--- src/rtl/core/clcl_pkg.sv ---
// Types, widths, register map and reset values of the current limit duty loop.
// No dependencies; used by every other file of the core but assert_macros.svh.
package clcl_pkg;

    localparam int ADC_BITS       = 12;
    localparam int DUTY_FRAC_BITS = 16;

    localparam int DUTY_W      = DUTY_FRAC_BITS + 1;
    localparam int CUR_W       = 21;
    localparam int GAIN_W      = 20;
    localparam int LOOP_GAIN_W = 16;
    localparam int PWM_W       = 10;

    localparam int SCALE_PROD_W = ADC_BITS + GAIN_W;
    localparam int SCALE_SHIFT  = 8;
    localparam int ERR_PROD_W   = CUR_W + LOOP_GAIN_W;
    localparam int ERR_SHIFT    = 32 - DUTY_FRAC_BITS;
    localparam int STEP_W       = ERR_PROD_W - ERR_SHIFT + 1;
    localparam int SUM_W        = STEP_W + 1;
    localparam int PWM_PROD_W   = PWM_W + DUTY_W + 1;

    localparam logic [CUR_W-1:0]  CUR_MAX  = {CUR_W{1'b1}};
    localparam logic [DUTY_W-1:0] DUTY_ONE = DUTY_W'(1) << DUTY_FRAC_BITS;

    localparam int APB_AW = 5;
    localparam int APB_DW = 32;

    typedef enum logic [2:0] {
        REG_TARGET_CURRENT = 3'd0,
        REG_RAW_GAIN       = 3'd1,
        REG_AMP_GAIN       = 3'd2,
        REG_RAW_CODE_LIMIT = 3'd3,
        REG_AMP_CODE_LIMIT = 3'd4,
        REG_LOOP_GAIN      = 3'd5,
        REG_PWM_RANGE      = 3'd6
    } reg_idx_t;

    localparam logic [CUR_W-1:0]       RST_TARGET_CURRENT = CUR_W'(27525);
    localparam logic [GAIN_W-1:0]      RST_RAW_GAIN       = GAIN_W'(96575);
    localparam logic [GAIN_W-1:0]      RST_AMP_GAIN       = GAIN_W'(21245);
    localparam logic [ADC_BITS-1:0]    RST_RAW_CODE_LIMIT = ADC_BITS'(620);
    localparam logic [ADC_BITS-1:0]    RST_AMP_CODE_LIMIT = ADC_BITS'(3722);
    localparam logic [LOOP_GAIN_W-1:0] RST_LOOP_GAIN      = LOOP_GAIN_W'(6554);
    localparam logic [PWM_W-1:0]       RST_PWM_RANGE      = PWM_W'(250);

    typedef struct packed {
        logic [CUR_W-1:0]       target_current;
        logic [GAIN_W-1:0]      raw_gain;
        logic [GAIN_W-1:0]      amp_gain;
        logic [ADC_BITS-1:0]    raw_code_limit;
        logic [ADC_BITS-1:0]    amp_code_limit;
        logic [LOOP_GAIN_W-1:0] loop_gain;
        logic [PWM_W-1:0]       pwm_range;
    } cfg_t;

    typedef struct packed {
        logic [CUR_W-1:0] raw_current;
        logic [CUR_W-1:0] amp_current;
        logic             used_amplified;
    } sample_t;

    typedef struct packed {
        logic full;
        logic empty;
    } queue_status_t;

    typedef enum logic [1:0] {
        BK_IDLE,
        BK_MUL,
        BK_DUTY,
        BK_PWM
    } back_state_t;

endpackage

--- src/rtl/core/clcl_if.sv ---
// Valid/ready channel interfaces for sense samples and loop results.
// Depends on clcl_pkg.
interface clcl_in_if import clcl_pkg::*; ();
    logic                valid;
    logic                ready;
    logic [ADC_BITS-1:0] raw_code;
    logic [ADC_BITS-1:0] amp_code;

    modport source (output valid, output raw_code, output amp_code, input ready);
    modport sink (input valid, input raw_code, input amp_code, output ready);
endinterface

interface clcl_out_if import clcl_pkg::*; ();
    logic              valid;
    logic              ready;
    logic [PWM_W-1:0]  pwm_count;
    logic              direction;
    logic [DUTY_W-1:0] duty_level;
    logic [CUR_W-1:0]  raw_current;
    logic [CUR_W-1:0]  amp_current;
    logic              used_amplified;

    modport source (output valid, output pwm_count, output direction, output duty_level,
                    output raw_current, output amp_current, output used_amplified,
                    input ready);
    modport sink (input valid, input pwm_count, input direction, input duty_level,
                  input raw_current, input amp_current, input used_amplified,
                  output ready);
endinterface

--- src/rtl/core/clcl_front.sv ---
// Front end: accepts sense samples, scales both codes to current, picks the path.
// Depends on clcl_pkg and clcl_in_if.
module clcl_front import clcl_pkg::*;
(
    input  logic          clk,
    input  logic          rst_n,
    clcl_in_if.sink       in_ch,
    input  cfg_t          cfg,
    input  queue_status_t q_status,
    output logic          push,
    output sample_t       push_data
);

    logic                busy_reg;
    logic                busy_next;
    logic [ADC_BITS-1:0] raw_code_reg;
    logic [ADC_BITS-1:0] raw_code_next;
    logic [ADC_BITS-1:0] amp_code_reg;
    logic [ADC_BITS-1:0] amp_code_next;

    function automatic logic [CUR_W-1:0] scale_current(
        input logic [ADC_BITS-1:0] code,
        input logic [GAIN_W-1:0]   gain
    );
        logic [SCALE_PROD_W-1:0] prod;
        logic [SCALE_PROD_W:0]   rnd;
        logic [SCALE_PROD_W-SCALE_SHIFT:0] shifted;
        prod    = SCALE_PROD_W'(code) * SCALE_PROD_W'(gain);
        rnd     = {1'b0, prod} + (SCALE_PROD_W + 1)'(1 << (SCALE_SHIFT - 1));
        shifted = rnd[SCALE_PROD_W:SCALE_SHIFT];
        if (shifted > (SCALE_PROD_W - SCALE_SHIFT + 1)'(CUR_MAX))
            return CUR_MAX;
        else
            return shifted[CUR_W-1:0];
    endfunction

    assign in_ch.ready = !busy_reg;
    assign push        = busy_reg && !q_status.full;

    always_comb
    begin
        push_data.raw_current    = scale_current(raw_code_reg, cfg.raw_gain);
        push_data.amp_current    = scale_current(amp_code_reg, cfg.amp_gain);
        push_data.used_amplified = (raw_code_reg <= cfg.raw_code_limit)
                                   && (amp_code_reg <= cfg.amp_code_limit);
    end

    always_comb
    begin
        busy_next     = busy_reg;
        raw_code_next = raw_code_reg;
        amp_code_next = amp_code_reg;
        if (in_ch.valid && in_ch.ready)
        begin
            busy_next     = 1'b1;
            raw_code_next = in_ch.raw_code;
            amp_code_next = in_ch.amp_code;
        end
        else if (push)
        begin
            busy_next = 1'b0;
        end
    end

    always_ff @(posedge clk or negedge rst_n)
    begin
        if (!rst_n)
            busy_reg <= 1'b0;
        else
            busy_reg <= busy_next;
    end

    always_ff @(posedge clk)
    begin
        raw_code_reg <= raw_code_next;
        amp_code_reg <= amp_code_next;
    end

endmodule

--- src/rtl/core/clcl_queue.sv ---
// Two-entry queue of scaled samples between front and back end.
// Depends on clcl_pkg.
module clcl_queue import clcl_pkg::*;
(
    input  logic          clk,
    input  logic          rst_n,
    input  logic          push,
    input  sample_t       push_data,
    input  logic          pop,
    output sample_t       pop_data,
    output queue_status_t status
);

    sample_t     entry_reg [2];
    logic        wr_ptr_reg;
    logic        wr_ptr_next;
    logic        rd_ptr_reg;
    logic        rd_ptr_next;
    logic [1:0]  count_reg;
    logic [1:0]  count_next;

    assign pop_data     = entry_reg[rd_ptr_reg];
    assign status.full  = (count_reg == 2'd2);
    assign status.empty = (count_reg == 2'd0);

    always_comb
    begin
        wr_ptr_next = wr_ptr_reg;
        rd_ptr_next = rd_ptr_reg;
        count_next  = count_reg;
        if (push)
            wr_ptr_next = !wr_ptr_reg;
        if (pop)
            rd_ptr_next = !rd_ptr_reg;
        case ({push, pop})
            2'b10:   count_next = count_reg + 2'd1;
            2'b01:   count_next = count_reg - 2'd1;
            default: count_next = count_reg;
        endcase
    end

    always_ff @(posedge clk or negedge rst_n)
    begin
        if (!rst_n)
        begin
            wr_ptr_reg <= 1'b0;
            rd_ptr_reg <= 1'b0;
            count_reg  <= 2'd0;
        end
        else
        begin
            wr_ptr_reg <= wr_ptr_next;
            rd_ptr_reg <= rd_ptr_next;
            count_reg  <= count_next;
        end
    end

    always_ff @(posedge clk)
    begin
        if (push)
            entry_reg[wr_ptr_reg] <= push_data;
    end

endmodule

--- src/rtl/core/clcl_back.sv ---
// Back end: error, loop gain multiply, duty integration and PWM count.
// Depends on clcl_pkg and clcl_out_if.
module clcl_back import clcl_pkg::*;
(
    input  logic          clk,
    input  logic          rst_n,
    input  cfg_t          cfg,
    input  queue_status_t q_status,
    input  sample_t       pop_data,
    output logic          pop,
    clcl_out_if.source    out_ch
);

    back_state_t             state_reg;
    back_state_t             state_next;
    logic [DUTY_W-1:0]       duty_reg;
    logic [DUTY_W-1:0]       duty_next;
    logic                    out_valid_reg;
    logic                    out_valid_next;

    sample_t                 entry_reg;
    sample_t                 entry_next;
    sample_t                 held_reg;
    sample_t                 held_next;
    logic                    neg_reg;
    logic                    neg_next;
    logic [CUR_W-1:0]        err_reg;
    logic [CUR_W-1:0]        err_next;
    logic [ERR_PROD_W-1:0]   prod_reg;
    logic [ERR_PROD_W-1:0]   prod_next;
    logic [PWM_W-1:0]        pwm_reg;
    logic [PWM_W-1:0]        pwm_next;
    logic [DUTY_W-1:0]       level_reg;
    logic [DUTY_W-1:0]       level_next;

    logic [CUR_W-1:0]        cur;
    logic [ERR_PROD_W:0]     prod_rnd;
    logic [STEP_W-1:0]       step;
    logic [SUM_W-1:0]        duty_ext;
    logic [SUM_W-1:0]        step_ext;
    logic [SUM_W-1:0]        duty_sum;
    logic [PWM_PROD_W-1:0]   pwm_prod;
    logic                    out_free;

    assign out_free = !out_valid_reg || out_ch.ready;

    assign out_ch.valid          = out_valid_reg;
    assign out_ch.pwm_count      = pwm_reg;
    assign out_ch.direction      = (level_reg != '0);
    assign out_ch.duty_level     = level_reg;
    assign out_ch.raw_current    = entry_reg.raw_current;
    assign out_ch.amp_current    = entry_reg.amp_current;
    assign out_ch.used_amplified = entry_reg.used_amplified;

    always_comb
    begin
        state_next     = state_reg;
        duty_next      = duty_reg;
        out_valid_next = out_valid_reg;
        entry_next     = entry_reg;
        neg_next       = neg_reg;
        err_next       = err_reg;
        prod_next      = prod_reg;
        pwm_next       = pwm_reg;
        level_next     = level_reg;
        pop            = 1'b0;

        cur      = pop_data.used_amplified ? pop_data.amp_current : pop_data.raw_current;
        prod_rnd = {1'b0, prod_reg} + (ERR_PROD_W + 1)'(1 << (ERR_SHIFT - 1));
        step     = prod_rnd[ERR_PROD_W:ERR_SHIFT];
        duty_ext = SUM_W'(duty_reg);
        step_ext = SUM_W'(step);
        if (neg_reg)
            duty_sum = (step_ext >= duty_ext) ? '0 : duty_ext - step_ext;
        else
            duty_sum = duty_ext + step_ext;
        pwm_prod = PWM_PROD_W'(cfg.pwm_range) * PWM_PROD_W'(duty_reg)
                   + PWM_PROD_W'(1 << (DUTY_FRAC_BITS - 1));

        if (out_valid_reg && out_ch.ready)
            out_valid_next = 1'b0;

        case (state_reg)
            BK_IDLE:
            begin
                if (!q_status.empty && out_free)
                begin
                    pop        = 1'b1;
                    neg_next   = cur > cfg.target_current;
                    err_next   = (cur > cfg.target_current) ? cur - cfg.target_current
                                                            : cfg.target_current - cur;
                    state_next = BK_MUL;
                end
            end
            BK_MUL:
            begin
                prod_next  = ERR_PROD_W'(err_reg) * ERR_PROD_W'(cfg.loop_gain);
                state_next = BK_DUTY;
            end
            BK_DUTY:
            begin
                if (duty_sum > SUM_W'(DUTY_ONE))
                    duty_next = DUTY_ONE;
                else
                    duty_next = duty_sum[DUTY_W-1:0];
                state_next = BK_PWM;
            end
            BK_PWM:
            begin
                if (out_free)
                begin
                    entry_next     = held_reg;
                    pwm_next       = pwm_prod[DUTY_FRAC_BITS +: PWM_W];
                    level_next     = duty_reg;
                    out_valid_next = 1'b1;
                    state_next     = BK_IDLE;
                end
            end
            default:
            begin
                state_next = BK_IDLE;
            end
        endcase
    end

    // hold the popped sample until the result is written
    always_comb
    begin
        held_next = held_reg;
        if (pop)
            held_next = pop_data;
    end

    always_ff @(posedge clk or negedge rst_n)
    begin
        if (!rst_n)
        begin
            state_reg     <= BK_IDLE;
            duty_reg      <= '0;
            out_valid_reg <= 1'b0;
        end
        else
        begin
            state_reg     <= state_next;
            duty_reg      <= duty_next;
            out_valid_reg <= out_valid_next;
        end
    end

    always_ff @(posedge clk)
    begin
        entry_reg <= entry_next;
        held_reg  <= held_next;
        neg_reg   <= neg_next;
        err_reg   <= err_next;
        prod_reg  <= prod_next;
        pwm_reg   <= pwm_next;
        level_reg <= level_next;
    end

endmodule

--- src/rtl/core/current_limit_duty_loop_core.sv ---
// Top level of the current limit duty loop: APB register file, front, queue, back.
// Depends on clcl_pkg, clcl_if, clcl_front, clcl_queue and clcl_back.
//
//   channel   dir   handshake       payload
//   in_ch     in    valid/ready     raw_code, amp_code
//   out_ch    out   valid/ready     pwm_count, direction, duty_level,
//                                   raw_current, amp_current, used_amplified
//   apb       in    psel/penable    paddr, pwdata, prdata (pready tied high)
//
// Front captures an item, then scales both codes and pushes it; it takes no new item
// until that push, which waits while the queue is full. Back steps through select and
// error, loop gain multiply, duty update and PWM multiply, and takes no new item until
// the last result is in the output register; it sets the sustained rate.
// Reset clears the duty store, the queue and all valid flags; registers take defaults.
// A stalled output holds in the output register; the back end waits before popping.
module current_limit_duty_loop_core import clcl_pkg::*;
(
    input  logic              clk,
    input  logic              rst_n,
    clcl_in_if.sink           in_ch,
    clcl_out_if.source        out_ch,
    input  logic              psel,
    input  logic              penable,
    input  logic              pwrite,
    input  logic [APB_AW-1:0] paddr,
    input  logic [APB_DW-1:0] pwdata,
    output logic [APB_DW-1:0] prdata,
    output logic              pready
);

    cfg_t          cfg_reg;
    cfg_t          cfg_next;
    reg_idx_t      reg_idx;
    logic          wr_en;
    logic          push;
    logic          pop;
    sample_t       push_data;
    sample_t       pop_data;
    queue_status_t q_status;

    assign pready  = 1'b1;
    assign wr_en   = psel && penable && pwrite && pready;
    assign reg_idx = reg_idx_t'(paddr[APB_AW-1:2]);

    always_comb
    begin
        cfg_next = cfg_reg;
        if (wr_en)
        begin
            case (reg_idx)
                REG_TARGET_CURRENT: cfg_next.target_current = pwdata[CUR_W-1:0];
                REG_RAW_GAIN:       cfg_next.raw_gain       = pwdata[GAIN_W-1:0];
                REG_AMP_GAIN:       cfg_next.amp_gain       = pwdata[GAIN_W-1:0];
                REG_RAW_CODE_LIMIT: cfg_next.raw_code_limit = pwdata[ADC_BITS-1:0];
                REG_AMP_CODE_LIMIT: cfg_next.amp_code_limit = pwdata[ADC_BITS-1:0];
                REG_LOOP_GAIN:      cfg_next.loop_gain      = pwdata[LOOP_GAIN_W-1:0];
                REG_PWM_RANGE:      cfg_next.pwm_range      = pwdata[PWM_W-1:0];
                default:            cfg_next = cfg_reg;
            endcase
        end
    end

    always_comb
    begin
        case (reg_idx)
            REG_TARGET_CURRENT: prdata = APB_DW'(cfg_reg.target_current);
            REG_RAW_GAIN:       prdata = APB_DW'(cfg_reg.raw_gain);
            REG_AMP_GAIN:       prdata = APB_DW'(cfg_reg.amp_gain);
            REG_RAW_CODE_LIMIT: prdata = APB_DW'(cfg_reg.raw_code_limit);
            REG_AMP_CODE_LIMIT: prdata = APB_DW'(cfg_reg.amp_code_limit);
            REG_LOOP_GAIN:      prdata = APB_DW'(cfg_reg.loop_gain);
            REG_PWM_RANGE:      prdata = APB_DW'(cfg_reg.pwm_range);
            default:            prdata = '0;
        endcase
    end

    always_ff @(posedge clk or negedge rst_n)
    begin
        if (!rst_n)
        begin
            cfg_reg.target_current <= RST_TARGET_CURRENT;
            cfg_reg.raw_gain       <= RST_RAW_GAIN;
            cfg_reg.amp_gain       <= RST_AMP_GAIN;
            cfg_reg.raw_code_limit <= RST_RAW_CODE_LIMIT;
            cfg_reg.amp_code_limit <= RST_AMP_CODE_LIMIT;
            cfg_reg.loop_gain      <= RST_LOOP_GAIN;
            cfg_reg.pwm_range      <= RST_PWM_RANGE;
        end
        else
        begin
            cfg_reg <= cfg_next;
        end
    end

    clcl_front u_front
    (
        .clk       (clk),
        .rst_n     (rst_n),
        .in_ch     (in_ch),
        .cfg       (cfg_reg),
        .q_status  (q_status),
        .push      (push),
        .push_data (push_data)
    );

    clcl_queue u_queue
    (
        .clk       (clk),
        .rst_n     (rst_n),
        .push      (push),
        .push_data (push_data),
        .pop       (pop),
        .pop_data  (pop_data),
        .status    (q_status)
    );

    clcl_back u_back
    (
        .clk      (clk),
        .rst_n    (rst_n),
        .cfg      (cfg_reg),
        .q_status (q_status),
        .pop_data (pop_data),
        .pop      (pop),
        .out_ch   (out_ch)
    );

endmodule

--- src/flat_wrapper.sv ---
// flat-port wrapper written by rule: the top's interface ports become plain ports
module current_limit_duty_loop_core_flat import clcl_pkg::*;
  (clk, rst_n, psel, penable, pwrite, paddr, pwdata, prdata, pready, in_ch_valid, in_ch_raw_code, in_ch_amp_code, in_ch_ready, out_ch_valid, out_ch_pwm_count, out_ch_direction, out_ch_duty_level, out_ch_raw_current, out_ch_amp_current, out_ch_used_amplified, out_ch_ready);
  clcl_in_if in_ch_i ();
  clcl_out_if out_ch_i ();
  input  logic clk;
  input  logic rst_n;
  input  logic psel;
  input  logic penable;
  input  logic pwrite;
  input  logic [APB_AW-1:0] paddr;
  input  logic [APB_DW-1:0] pwdata;
  output logic [APB_DW-1:0] prdata;
  output logic pready;
  input wire logic [$bits(in_ch_i.valid)-1:0] in_ch_valid;
  input wire logic [$bits(in_ch_i.raw_code)-1:0] in_ch_raw_code;
  input wire logic [$bits(in_ch_i.amp_code)-1:0] in_ch_amp_code;
  output wire logic [$bits(in_ch_i.ready)-1:0] in_ch_ready;
  output wire logic [$bits(out_ch_i.valid)-1:0] out_ch_valid;
  output wire logic [$bits(out_ch_i.pwm_count)-1:0] out_ch_pwm_count;
  output wire logic [$bits(out_ch_i.direction)-1:0] out_ch_direction;
  output wire logic [$bits(out_ch_i.duty_level)-1:0] out_ch_duty_level;
  output wire logic [$bits(out_ch_i.raw_current)-1:0] out_ch_raw_current;
  output wire logic [$bits(out_ch_i.amp_current)-1:0] out_ch_amp_current;
  output wire logic [$bits(out_ch_i.used_amplified)-1:0] out_ch_used_amplified;
  input wire logic [$bits(out_ch_i.ready)-1:0] out_ch_ready;
  assign in_ch_i.valid = in_ch_valid;
  assign in_ch_i.raw_code = in_ch_raw_code;
  assign in_ch_i.amp_code = in_ch_amp_code;
  assign in_ch_ready = in_ch_i.ready;
  assign out_ch_valid = out_ch_i.valid;
  assign out_ch_pwm_count = out_ch_i.pwm_count;
  assign out_ch_direction = out_ch_i.direction;
  assign out_ch_duty_level = out_ch_i.duty_level;
  assign out_ch_raw_current = out_ch_i.raw_current;
  assign out_ch_amp_current = out_ch_i.amp_current;
  assign out_ch_used_amplified = out_ch_i.used_amplified;
  assign out_ch_i.ready = out_ch_ready;
  current_limit_duty_loop_core u_core (.clk(clk), .rst_n(rst_n), .in_ch(in_ch_i), .out_ch(out_ch_i), .psel(psel), .penable(penable), .pwrite(pwrite), .paddr(paddr), .pwdata(pwdata), .prdata(prdata), .pready(pready));
endmodule
--- config.mk ---
export PLATFORM = sky130hd
export DESIGN_NAME = current_limit_duty_loop_core_flat
export DESIGN_NICKNAME = d
export VERILOG_FILES = /design/src/rtl/core/clcl_pkg.sv /design/src/rtl/core/clcl_if.sv /design/src/rtl/core/clcl_front.sv /design/src/rtl/core/clcl_queue.sv /design/src/rtl/core/clcl_back.sv /design/src/rtl/core/current_limit_duty_loop_core.sv /design/src/flat_wrapper.sv
export SDC_FILE = /design/constraint.sdc
export NUM_CORES = 2
export LEC_CHECK = 0
export CORE_UTILIZATION = 35
export CTS_CLUSTER_DIAMETER = 30
export CTS_CLUSTER_SIZE = 20
export DETAILED_ROUTE_END_ITERATION = 10
export DONT_BUFFER_PORTS = 1
export PLACE_DENSITY = 0.53
export RECOVER_POWER = 50
export SKIP_LAST_GASP = 1
export SLEW_MARGIN = 10
export SYNTH_ARGS = -nofsm -noshare
export SYNTH_HDL_FRONTEND = slang
export SYNTH_HIERARCHICAL = 1
export SYNTH_SLANG_ARGS = --single-unit
--- constraint.sdc ---
create_clock -name clk -period 8.8 [get_ports clk]
set_clock_uncertainty 0.1 [all_clocks]
set_input_delay 1.32 -clock clk [delete_from_list [all_inputs] [get_ports clk]]
set_output_delay 1.32 -clock clk [all_outputs]
set_load 0.05 [all_outputs]
==> insert_results.sql <==
INSERT INTO impl_metrics (metric_group, metric, value, unit) VALUES
('detailed_routing', 'wl_per_cell', '20.2', 'µm'),
('finish', 'largest_register_ff_count', '111', ''),
('placed_design', 'number_of_input_and_output_port_buffers_inserted', '0', ''),
('detailed_routing', 'detail_route_antenna_nets', '0', ''),
('clock_tree', 'tritoncts', 'done', ''),
('logic_synthesis', 'ys_seq_area_share', '22.3', '%'),
('logic_synthesis', 'yosys_warnings', '6', ''),
('global_routing', 'gr-usage-all-layers', '19.6', '%'),
('hold_path', 'worst_hold_path_type', 'primary input to asynchronous set/reset pin', ''),
('clock_tree', 'worst_skew_pair_latency', '0.70', 'ns'),
('sta', 'min_period', '7.51', 'ns'),
('clock_tree', 'cts_inserted_buffers', '98', ''),
('detailed_routing', 'wirelength', '144000', 'µm'),
('finish', 'area_of_all_placed_cells_without_fillers', '56600', 'µm²'),
('detailed_routing', 'count_of_unresolved_drc_violations_after_routing', '0', ''),
('logic_synthesis', 'ys_seq_elements', '403', ''),
('outcome', 'violations', 'capacitance limit, slew limit', ''),
('finish', 'post_route_cells_drive_above_1_share', '9.31', '%'),
('finish', 'areaGrowthSynthToFinish', '9.87', '%'),
('clock_tree', 'cts_setup_buffers', '0', ''),
('global_routing', 'grt_remaining_overflow', '0', ''),
('placed_design', 'place.detailed.hpwl', '112000', 'µm'),
('logic_synthesis', 'syn_inst', '5218', ''),
('sta', 'finalCritPeriodShare', '85.3', '%'),
('setup_path', 'critPathLaunchType', 'register', ''),
('floorplan', 'chipWidth', '386', 'µm'),
('logic_synthesis', 'async_reset_ff_share', '33.7', '%'),
('clock_tree', 'cts-htree-levels', '3', ''),
('logic_synthesis', 'synth-edff-count', '267', ''),
('placed_design', 'gp_routability_congestion', '0.893', ''),
('detailed_routing', 'drtIter0Drc', '2280', ''),
('floorplan', 'die_h', '386', 'µm'),
('logic_synthesis', 'postSynth.topFlopCell', 'edfxtp_1', ''),
('logic_synthesis', 'synth.lib_cells_used.distinct', '101', ''),
('floorplan', 'core-area', '146000', 'µm²'),
('global_routing', 'grt_max_degree', '137', ''),
('placed_design', 'place_inst', '6933', ''),
('floorplan', 'start_util', '35.3', '%'),
('sta', 'timing.final.max_slew_violations', '119', ''),
('setup_path', 'cp_cell_sequence', 'nand2_1 -> fa_1 -> inv_1 -> fa_1 -> fa_1 -> inv_1 -> fa_1 -> inv_1 -> fa_1 -> inv_1 -> fa_1 -> inv_1 -> ha_1 -> o21a_1 -> o211ai_1 -> o21a_1 -> o21a_1 -> o21ai_0 -> buf_4 -> a21oi_1 -> o21ai_0 -> o41ai_1 -> o21bai_1 -> xor2_1', ''),
('clock_tree', 'clock_path_buffers', '3', ''),
('outcome', 'outcome', 'finished, violations left', ''),
('finish', 'fin_cells', '7120', ''),
('setup_path', 'timing.critical_path.required', '9.09', 'ns'),
('setup_path', 'cp.arrival', '7.80', 'ns'),
('finish', 'layout.filler_cells', '14400', ''),
('sta', 'grt_setup_unrepaired', 'false', ''),
('setup_path', 'ff2ff_setup_slack', '1.29', 'ns'),
('setup_path', 'critical_path.slowest_cell', 'dfrtp_1', ''),
('sta', 'setup_viol_count_final', '0', ''),
('clock_tree', 'clock-root-buffer', 'clkbuf_16', ''),
('setup_path', 'cpPeakStageDelay', '1.09', 'ns'),
('floorplan', 'rows', '140', ''),
('setup_path', 'timing.critical_path.fanout_max', '23', ''),
('sta', 'maxClockFrequency', '0.133', 'GHz'),
('floorplan', 'floorplan.io_pins', '174', ''),
('clock_tree', 'path_clk_slew', '0.04', 'ns'),
('global_routing', 'grt_pass1_vias', '37600', ''),
('setup_path', 'worst_path_class_setup', 'register to register', ''),
('clock_tree', 'cts_repair_resize_count', '0', ''),
('clock_tree', 'clock_sink_count', '403', ''),
('detailed_routing', 'via_per_inst', '5.01', ''),
('run', 'maxCapViolCount', '5', ''),
('setup_path', 'setup.worst_path.end_class', 'register', ''),
('placed_design', 'detailed_place.area', '53200', 'µm²'),
('sta', 'timing_worst_slew_pin_value', '2.81', 'ns'),
('sta', 'hold_viol', '0', ''),
('floorplan', 'dieArea', '149000', 'µm²'),
('logic_synthesis', 'synth.avg_cell_area', '9.87', 'µm²'),
('sta', 'totalNegativeSetupSlack', '0', 'ns'),
('clock_tree', 'cts_hold_buffers', '0', ''),
('finish', 'finalNetCount', '6383', ''),
('detailed_routing', 'routed-via-count', '35700', ''),
('setup_path', 'critPathMostFrequentCell', 'fa_1', ''),
('global_routing', 'number_of_antenna_violations_at_the_first_check_in_global_routing', '9', ''),
('sta', 'worst_slew_margin_rel', '-87.8', '%'),
('detailed_routing', 'detailedRoute.firstPassIterationCount', '7', ''),
('logic_synthesis', 'post_synth_instance_area', '51500', 'µm²'),
('global_routing', 'first_pass_grt_wire_length', '223000', 'µm');
==> worst max-delay path: cells and delay by family, from the launching register on <==
kind | cells | cell delay [ns]
adders and majority gates | 7 | 3.35
AOI/OAI and AO/OA | 9 | 1.90
DFF | 1 | 1.09
buffers and inverters | 6 | 0.43
and+or+nand+nor | 1 | 0.18
xor gates and xnor gates | 1 | 0.17
==> cell usage after synthesis (all sizes together) (11+ instances only) <==
| library cell | number | share of area (%) |
|---|---|---|
| nand2 | 753 | 5.6 |
| nor2b | 31 | 0.38 |
| a21o | 60 | 0.87 |
| fa | 746 | 29 |
| xnor2 | 79 | 1.3 |
| o21a | 21 | 0.31 |
| and3 | 15 | 0.18 |
| nand4 | 34 | 0.41 |
| and2 | 341 | 4.1 |
| dfrtp | 82 | 4.0 |
| and4 | 14 | 0.26 |
| edfxtp | 267 | 16 |
| nor3 | 33 | 0.35 |
| buf | 61 | 0.91 |
| ha | 453 | 11 |
| nor2 | 113 | 0.84 |
| dfstp | 54 | 2.8 |
| a21oi | 145 | 1.4 |
| inv | 1015 | 7.4 |
| nand3 | 55 | 0.54 |
| xor2 | 50 | 0.85 |
| o22ai | 20 | 0.24 |
| clkbuf | 203 | 1.5 |
| a211oi | 27 | 0.40 |
| mux2i | 55 | 1.1 |
| o21bai | 17 | 0.25 |
| o211ai | 17 | 0.26 |
| mux2 | 176 | 4.1 |
| a31oi | 27 | 0.34 |
| a221oi | 25 | 0.43 |
| nand2b | 11 | 0.15 |
| o21ai | 92 | 0.92 |
==> placed cells by master (no fill, tap or decap), types with 31 or more instances in the layout <==
master     Yosys  layout
a21o_1        60      60
a21oi_1      143     143
and2_1       340     339
buf_4         24      45
clkbuf_16      0      98
dfrtp_1       82      82
dfstp_2       54      54
edfxtp_1     267     267
fa_1         746     746
ha_1         453     453
inv_1       1014    1014
mux2_1         2      43
mux2_2       135     131
mux2i_1       55      55
nand2_1      733     733
nand3_1       54      54
nand4_1       34      34
nor2_1       110     109
nor2b_1       31      31
nor3_1        31      32
o21ai_0       76      75
xnor2_1       79      79
xor2_1        50      50
==> path summary, 6_finish.rpt <==
path,start,end,cells past startpoint
max,u_core/cfg_reg[12],u_core/u_back/prod_reg[25],24
min,rst_n,u_core/u_back/duty_reg[3],0
max reg2reg,u_core/cfg_reg[12],u_core/u_back/prod_reg[25],24
min reg2reg,u_core/u_back/held_reg[4],u_core/u_back/out_ch.amp_current[3],0
max in group asynchronous,rst_n,u_core/cfg_reg[27],0
min in group clk,u_core/u_back/held_reg[4],u_core/u_back/out_ch.amp_current[3],0
==> layer usage <==
layer	up-vias	global-route usage [%]	wire length, µm
met5	-	0	0
met2	853	32.9	68800
met4	0	4.68	2920
met1	18400	25.9	62700
met3	152	4.08	9080
li1	16300	-	-
==> per-stage QoR <==
stage | utilization [%] | setup WS [ns] | hold WS, ns
finish | 38.8 | 1.29 | 0.220
global route | 38.8 | 0.995 | 0.175
CTS | 38.9 | 1.28 | 0.157
detailed placement | 36.5 | 1.33 | 0.305
global placement | 36.5 | 1.34 | 0.304
floorplan | - | 1.19 | 0.300
==> logic make-up (layout without fill, tap and decap cells) <==
logic type | count (synthesis) | after routing | share of synthesized area (%)
buffers and inverters | 1279 | 1251 | 9.78
other | 2 | 15 | 0.0146
muxes | 231 | 231 | 5.20
xor gates and xnor gates | 129 | 129 | 2.19
adders and majority gates | 1199 | 1199 | 40.0
and+or+nand+nor | 1439 | 1439 | 13.4
DFF | 403 | 403 | 22.3
AOI/OAI and AO/OA | 536 | 536 | 7.10
==> layout make-up <==
cell class              count  area [µm²]  area share, %
multi-input cells        3546       35000           61.8
flip-flops and latches    403       11500           20.3
inverters                1015        3810           6.73
clock buffers             109        2530           4.48
well taps                1917        2400           4.24
clock inverters            75        1030           1.82
repair buffers             52         364          0.643
diodes                      3        7.51         0.0133
Power is left out: the tool's default activity adds up to more than one toggle a clock period on the data nets, which glitch-free logic cannot reach.
